## src/hdl/tbgc_pkg.sv

```systemverilog
// Shared types, constants and register indexes for the two-button gesture classifier.
package tbgc_pkg;

   localparam int TimeW    = 32;
   localparam int LongW    = 16;
   localparam int MinW     = 10;
   localparam int TapW     = 16;
   localparam int CsrIdxW  = 2;
   localparam int CsrDataW = 16;
   localparam int ReqDataW = 40;
   localparam int RspDataW = 8;

   localparam logic [LongW-1:0] LongResetMs = LongW'(5000);
   localparam logic [MinW-1:0]  MinResetMs  = MinW'(30);
   localparam logic [TapW-1:0]  TapResetMs  = TapW'(1000);

   typedef enum logic [CsrIdxW-1:0] {
      CSR_LONG_PRESS = 2'd0,
      CSR_MIN_PRESS  = 2'd1,
      CSR_DOUBLE_TAP = 2'd2
   } csr_index_type;

   typedef struct packed {
      logic [LongW-1:0] long_press_ms;
      logic [MinW-1:0]  min_press_ms;
      logic [TapW-1:0]  double_tap_ms;
   } cfg_type;

   typedef struct packed {
      logic             held;
      logic             long_done;
      logic [TimeW-1:0] press_time;
   } button_type;

   typedef struct packed {
      logic long_hit;
      logic short_hit;
   } button_event_type;

   typedef struct packed {
      logic             double_tap_enable;
      logic [TimeW-1:0] now_ms;
      logic             button_b_level;
      logic             button_a_level;
   } req_item_type;

   typedef struct packed {
      logic b_short;
      logic a_single_confirmed;
      logic a_double;
      logic a_short;
      logic b_long;
      logic a_long;
   } rsp_item_type;

   typedef struct packed {
      button_type       a;
      button_type       b;
      logic             tap_waiting;
      logic [TimeW-1:0] tap_deadline;
   } state_type;

   function automatic logic deadline_reached(input logic [TimeW-1:0] now,
                                             input logic [TimeW-1:0] when);
      logic [TimeW-1:0] diff;
      diff = now - when;
      return ~diff[TimeW-1];
   endfunction

endpackage

```

## src/hdl/tbgc_button.sv

```systemverilog
// Press, long-press and release tracking for one button.
module tbgc_button
   import tbgc_pkg::*;
(
   input  logic             level,
   input  logic [TimeW-1:0] now_ms,
   input  cfg_type          cfg,
   input  button_type       cur,
   output button_type       nxt,
   output button_event_type evt
);

   logic             press;
   logic             release_edge;
   logic [TimeW-1:0] start;
   logic             done_pre;
   logic [TimeW-1:0] elapsed;
   logic             long_hit;

   always_comb begin
      press        = level & ~cur.held;
      release_edge = ~level & cur.held;
      start        = press ? now_ms : cur.press_time;
      done_pre     = press ? 1'b0 : cur.long_done;
      elapsed      = now_ms - start;
      long_hit     = level & ~done_pre & (elapsed >= TimeW'(cfg.long_press_ms));

      evt.long_hit  = long_hit;
      evt.short_hit = release_edge & ~done_pre & (elapsed >= TimeW'(cfg.min_press_ms));

      nxt.held       = level;
      nxt.long_done  = release_edge ? 1'b0 : (done_pre | long_hit);
      nxt.press_time = start;
   end

endmodule

```

## src/hdl/tbgc_classify.sv

```systemverilog
// Per-poll gesture logic: both button trackers plus the A tap window.
module tbgc_classify
   import tbgc_pkg::*;
(
   input  req_item_type item,
   input  cfg_type      cfg,
   input  state_type    cur,
   output state_type    nxt,
   output rsp_item_type rsp
);

   button_event_type a_evt;
   button_event_type b_evt;
   logic             wait1;
   logic             wait2;
   logic [TimeW-1:0] dl2;
   logic             dbl;
   logic             sgl;

   tbgc_button u_btn_a (
      .level  (item.button_a_level),
      .now_ms (item.now_ms),
      .cfg    (cfg),
      .cur    (cur.a),
      .nxt    (nxt.a),
      .evt    (a_evt)
   );

   tbgc_button u_btn_b (
      .level  (item.button_b_level),
      .now_ms (item.now_ms),
      .cfg    (cfg),
      .cur    (cur.b),
      .nxt    (nxt.b),
      .evt    (b_evt)
   );

   always_comb begin
      wait1 = cur.tap_waiting & ~a_evt.long_hit & ~b_evt.long_hit;
      wait2 = wait1;
      dl2   = cur.tap_deadline;
      dbl   = 1'b0;
      rsp   = '0;
      if (a_evt.short_hit) begin
         if (item.double_tap_enable) begin
            if (wait1 && !deadline_reached(item.now_ms, cur.tap_deadline)) begin
               wait2 = 1'b0;
               dbl   = 1'b1;
            end else begin
               wait2 = 1'b1;
               dl2   = item.now_ms + TimeW'(cfg.double_tap_ms);
            end
         end else begin
            rsp.a_short = 1'b1;
         end
      end
      sgl = wait2 & deadline_reached(item.now_ms, dl2);

      rsp.a_long             = a_evt.long_hit;
      rsp.b_long             = b_evt.long_hit;
      rsp.a_double           = dbl;
      rsp.a_single_confirmed = sgl;
      rsp.b_short            = b_evt.short_hit;

      nxt.tap_waiting  = wait2 & ~sgl;
      nxt.tap_deadline = dl2;
   end

endmodule

```

## src/hdl/two_button_gesture_classifier.sv

```systemverilog
// Top level: input register, gesture state, config registers and result register.
//
// channel | dir | fields (tdata, low bit first)
// req     | in  | button_a_level, button_b_level, now_ms[31:0], double_tap_enable, pad
// rsp     | out | a_long, b_long, a_short, a_double, a_single_confirmed, b_short, pad
// csr     | in  | write enable, register index, write data
//
// req to rsp via input and result registers; one transaction per cycle while rsp is ready.
// The gesture state updates as an item moves from the input register to the result
// register, so consecutive items see each other's effects with no gap.
// A stalled rsp holds the result; req keeps being taken while the input register can drain.
// Synchronous reset clears valids, gesture state and config to defaults.
module two_button_gesture_classifier
   import tbgc_pkg::*;
(
   input  logic                clock,
   input  logic                reset,
   input  logic                req_tvalid,
   output logic                req_tready,
   input  logic [ReqDataW-1:0] req_tdata,   // a_level, b_level, now_ms[31:0], dt_enable
   output logic                rsp_tvalid,
   input  logic                rsp_tready,
   output logic [RspDataW-1:0] rsp_tdata,   // a_long, b_long, a_short, a_double, a_single, b_short
   input  logic                csr_we,
   input  logic [CsrIdxW-1:0]  csr_index,
   input  logic [CsrDataW-1:0] csr_wdata
);

   req_item_type item_ff;
   logic         in_vld_ff;
   rsp_item_type rsp_ff;
   logic         out_vld_ff;
   state_type    state_ff;
   state_type    state_in;
   rsp_item_type rsp_in;
   cfg_type      cfg_ff;
   logic         move;

   assign move       = in_vld_ff & (~out_vld_ff | rsp_tready);
   assign req_tready = ~in_vld_ff | move;
   assign rsp_tvalid = out_vld_ff;
   assign rsp_tdata  = RspDataW'(rsp_ff);

   tbgc_classify u_classify (
      .item (item_ff),
      .cfg  (cfg_ff),
      .cur  (state_ff),
      .nxt  (state_in),
      .rsp  (rsp_in)
   );

   always_ff @(posedge clock) begin
      if (reset) begin
         in_vld_ff  <= 1'b0;
         out_vld_ff <= 1'b0;
         state_ff   <= '0;
      end else begin
         if (req_tready) begin
            in_vld_ff <= req_tvalid;
         end
         if (move) begin
            out_vld_ff <= 1'b1;
            state_ff   <= state_in;
         end else if (rsp_tready) begin
            out_vld_ff <= 1'b0;
         end
      end
   end

   always_ff @(posedge clock) begin
      if (req_tvalid && req_tready) begin
         item_ff <= req_tdata[$bits(req_item_type)-1:0];
      end
      if (move) begin
         rsp_ff <= rsp_in;
      end
   end

   always_ff @(posedge clock) begin
      if (reset) begin
         cfg_ff.long_press_ms <= LongResetMs;
         cfg_ff.min_press_ms  <= MinResetMs;
         cfg_ff.double_tap_ms <= TapResetMs;
      end else if (csr_we) begin
         unique case (csr_index)
            CSR_LONG_PRESS: cfg_ff.long_press_ms <= csr_wdata[LongW-1:0];
            CSR_MIN_PRESS:  cfg_ff.min_press_ms  <= csr_wdata[MinW-1:0];
            CSR_DOUBLE_TAP: cfg_ff.double_tap_ms <= csr_wdata[TapW-1:0];
            default: ;
         endcase
      end
   end

endmodule

```

## config.mk

```make
export PLATFORM = sky130hd
export DESIGN_NAME = two_button_gesture_classifier
export DESIGN_NICKNAME = d
export VERILOG_FILES = /design/src/hdl/tbgc_pkg.sv /design/src/hdl/tbgc_button.sv /design/src/hdl/tbgc_classify.sv /design/src/hdl/two_button_gesture_classifier.sv
export SDC_FILE = /design/constraint.sdc
export NUM_CORES = 1
export LEC_CHECK = 0
export BUFFER_PORTS_ARGS = -buffer_cell sky130_fd_sc_hd__buf_4
export CAP_MARGIN = 40
export CORE_UTILIZATION = 40
export DETAILED_ROUTE_END_ITERATION = 8
export HOLD_SLACK_MARGIN = 0.12
export PLACE_DENSITY = 0.66
export SYNTH_ARGS = -nofsm -noshare
export SYNTH_HDL_FRONTEND = slang
export SYNTH_HIERARCHICAL = 1
export SYNTH_SLANG_ARGS = --single-unit
```

## constraint.sdc

```tcl
create_clock -name clock -period 8.15 [get_ports clock]
set_clock_uncertainty 0.15 [all_clocks]
set_input_delay 1.2225 -clock clock [delete_from_list [all_inputs] [get_ports clock]]
set_output_delay 1.2225 -clock clock [all_outputs]
set_load 0.1 [all_outputs]
```

==> impl_metrics.env <==
export IMPL_max_freq_mhz=126
export IMPL_path_common_cell="mux2i_1"
export IMPL_synthMuxAreaShare=0.0983
export IMPL_synth_compound_area_frac=0.182
export IMPL_drt_total_wl_mm=51.8
export IMPL_crit_required_ps=8380
export IMPL_yosysWarnings=6
export IMPL_place_inst=2947
export IMPL_num_rows=77
export IMPL_vias_per_cell=5.48
export IMPL_relSlewSlack=0.418
export IMPL_drive_gt1_frac=0.182
export IMPL_synth_cell_types=121
export IMPL_cts_root_buf="clkbuf_16"
export IMPL_hp_class="flip-flop to flip-flop"
export IMPL_synth_xor_area_frac=0.0445
export IMPL_holdBufCountCts=0
export IMPL_final_fill_count=4282
export IMPL_finalNetCount=2635
export IMPL_start_util=0.407
export IMPL_drt_iter0_drc=937
export IMPL_grt_max_degree=153
export IMPL_synthArstFlopShare=0
export IMPL_min_period_over_period=0.974
export IMPL_die_h_um=214
export IMPL_synth_top_family_by_area="simple AND/OR/NAND/NOR gates"
export IMPL_routedWlPerCell_um=17.2
export IMPL_cts_sinks=186
export IMPL_drtPass1Iterations=7
export IMPL_cts_tree="yes"
export IMPL_tightest_slew_ps=873
export IMPL_endpoint_kind="flip-flop"
export IMPL_coreArea_mm2=0.0443
export IMPL_synth_seq_area_share=0.229
export IMPL_dp_hpwl_mm=39.4
export IMPL_path_clk_slew_ps=70
export IMPL_status="finished clean"
export IMPL_syn_cell_area_mm2=0.0180
export IMPL_die_w_um=214
export IMPL_grt_pass1_wl_mm=81.1
export IMPL_use_met2=0.375
export IMPL_place_gp_congestion=0.921
export IMPL_clock_latency_ps=460
export IMPL_cts_buffers_inserted=17
export IMPL_grt_busiest_layer="met2"
export IMPL_synth_edf_count=41
export IMPL_n_antenna_cell=0
export IMPL_cp_slowest_cell="or4_4"
export IMPL_drv_cap=0
export IMPL_slew_violations=0
export IMPL_powerDensity_mw_per_mm2=141
export IMPL_ys_ff_latch=186
export IMPL_synth_avg_cell_area_um2=8.08
export IMPL_synth_ff_type="dfxtp_1"
export IMPL_crit_arrival_ps=8170
export IMPL_crit_type="flip-flop to flip-flop"
export IMPL_yosys_area_share_simple=0.242
export IMPL_use_met1=0.279
export IMPL_critPathMaxStageDelay_ps=440
export IMPL_irDropWorstVdd_v=0.000157
export IMPL_start_kind="flip-flop"
export IMPL_drtAntennaViolNets=0
export IMPL_clk_path_buf_depth=2
export IMPL_final_setup_tns_ps=0
export IMPL_syn_to_final_growth_pct=18.7
export IMPL_crit_fanout=8
export IMPL_final_cells=3006
export IMPL_grt_antenna_before_repair=0
export IMPL_use_met3=0.0206
export IMPL_rsz0062_at_grt="true"
export IMPL_first_global_vias=16000
export IMPL_whs_ps=314
export IMPL_track_usage=0.217
export IMPL_timing_final_crit_period_ps=7940
export IMPL_hold_viol_final=0
export IMPL_drcViolationCount=0
export IMPL_htree_num_levels=4
export IMPL_synth_fa_ha_area_frac=0.129
export IMPL_die_area_mm2=0.0459
export IMPL_leakagePower_nw=8.70
export IMPL_vias=16500
export IMPL_portBuffers=65
export IMPL_setup_viol=0
export IMPL_grt_overflow=0
export IMPL_synthCells=2229
export IMPL_io_pins=73
-- metal layers --
layer / part of all wire / up-vias
li1: - / 8208
met1: 0.47 / 7868
met2: 0.48 / 306
met3: 0.026 / 77
met4: 0.028 / 0
met5: 0 / -
-- layout make-up --
| class | count | area (µm²) | share of cell area |
|---|---|---|---|
| tap | 592 | 741 | 0.0346 |
| sequential | 186 | 4130 | 0.193 |
| clock inverter | 11 | 81.3 | 0.00380 |
| clock buffer | 21 | 475 | 0.0222 |
| inverter | 179 | 672 | 0.0314 |
| timing repair buffer | 258 | 2060 | 0.0964 |
| multi-input combinational | 1759 | 13200 | 0.618 |
-- cell usage in the layout (no fill, tap or decap), drive strengths merged, types with 29 or more instances in the layout --
cell / Yosys / layout
mux2i: 163 / 163
buf: 60 / 258
inv: 179 / 185
a21oi: 158 / 158
ha: 170 / 170
edfxtp: 41 / 41
nand2: 213 / 213
dfxtp: 145 / 145
a21o: 43 / 43
nand3: 36 / 36
o21ai: 100 / 100
nor3: 54 / 54
xnor2: 60 / 60
nand4: 37 / 37
xor2: 29 / 29
nor2b: 33 / 34
nor2: 115 / 115
nand2b: 230 / 230
-- cells in the mapped netlist, drive strengths merged, types with 43 or more instances --
cell type  instances  area, µm²
dfxtp            145       2900
inv              179        672
o21ai            100        508
nand2            213        800
xnor2             60        526
mux2i            163       1630
nand2b           230       1440
nor2             115        437
ha               170       2130
buf               60        454
a21o              43        325
clkbuf            47        216
nor3              54        275
a21oi            158        813
-- registers in the layout, summed over array words and instances (netlist names) --
| signal | flops |
|---|---|
| in_vld_ff | 1 |
| state_ff | 101 |
| item_ff | 35 |
| cfg_ff | 42 |
| rsp_tvalid | 1 |
| rsp_tdata | 6 |
-- kinds of logic after synthesis --
kind of cell,count (synthesis)
AO/OA/AOI/OAI,485
XOR/XNOR,89
adder cells (fa/ha/maj),188
buffers and inverters,286
flip-flops,186
multiplexers,175
other,1
AND/OR/NAND/NOR,819
-- report_power, final --
part           total (W)  internal (W)  leakage [nW]  switching [W]
Sequential       0.00102      0.000976          1.57      0.0000442
Combinational    0.00118      0.000523          6.85       0.000653
Clock           0.000816      0.000424         0.280       0.000392
-- final timing paths --
kind                                             start                   endpoint  slack (ps)  cells past startpoint
worst max-delay path              item_ff[0]$_DFFE_PP_  state_ff[32]$_SDFFE_PP0P_         210                     36
worst max register to register    item_ff[0]$_DFFE_PP_  state_ff[32]$_SDFFE_PP0P_         210                     36
worst min-delay path            cfg_ff[0]$_SDFFE_PP0P_     cfg_ff[0]$_SDFFE_PP0P_         310                      2
worst min register to register  cfg_ff[0]$_SDFFE_PP0P_     cfg_ff[0]$_SDFFE_PP0P_         310                      2
-- critical path: cells and delay by family (launching register included) --
kind	cells	cell delay (ps)
adder cells (fa/ha/maj)	2	560
AND/OR/NAND/NOR	12	2690
AO/OA/AOI/OAI	11	2200
buffers and inverters	6	920
flip-flops	1	420
multiplexers	5	900
-- repair_timing --
| action | CTS | global route |
|---|---|---|
| cloned | 0 | 1 |
| setup buffers | 0 | 26 |
| pin swaps | 0 | 49 |
| setup endpoints to repair | 2 | 2 |
| gates resized for setup | 3 | 129 |
-- through the flow --
stage	worst slack, ps	power, W	utilization	area (µm²)
4_1_cts	20.5	0.00293	0.463	20500
2_1_floorplan	12.1	0.00178	-	18000
5_1_grt	-114	0.00318	0.483	21400
6_report	214	0.00301	0.483	21400
3_3_place_gp	157	0.00208	0.449	19900
3_5_place_dp	19.5	0.00211	0.450	19900
Power figures use the tool's default switching activity.
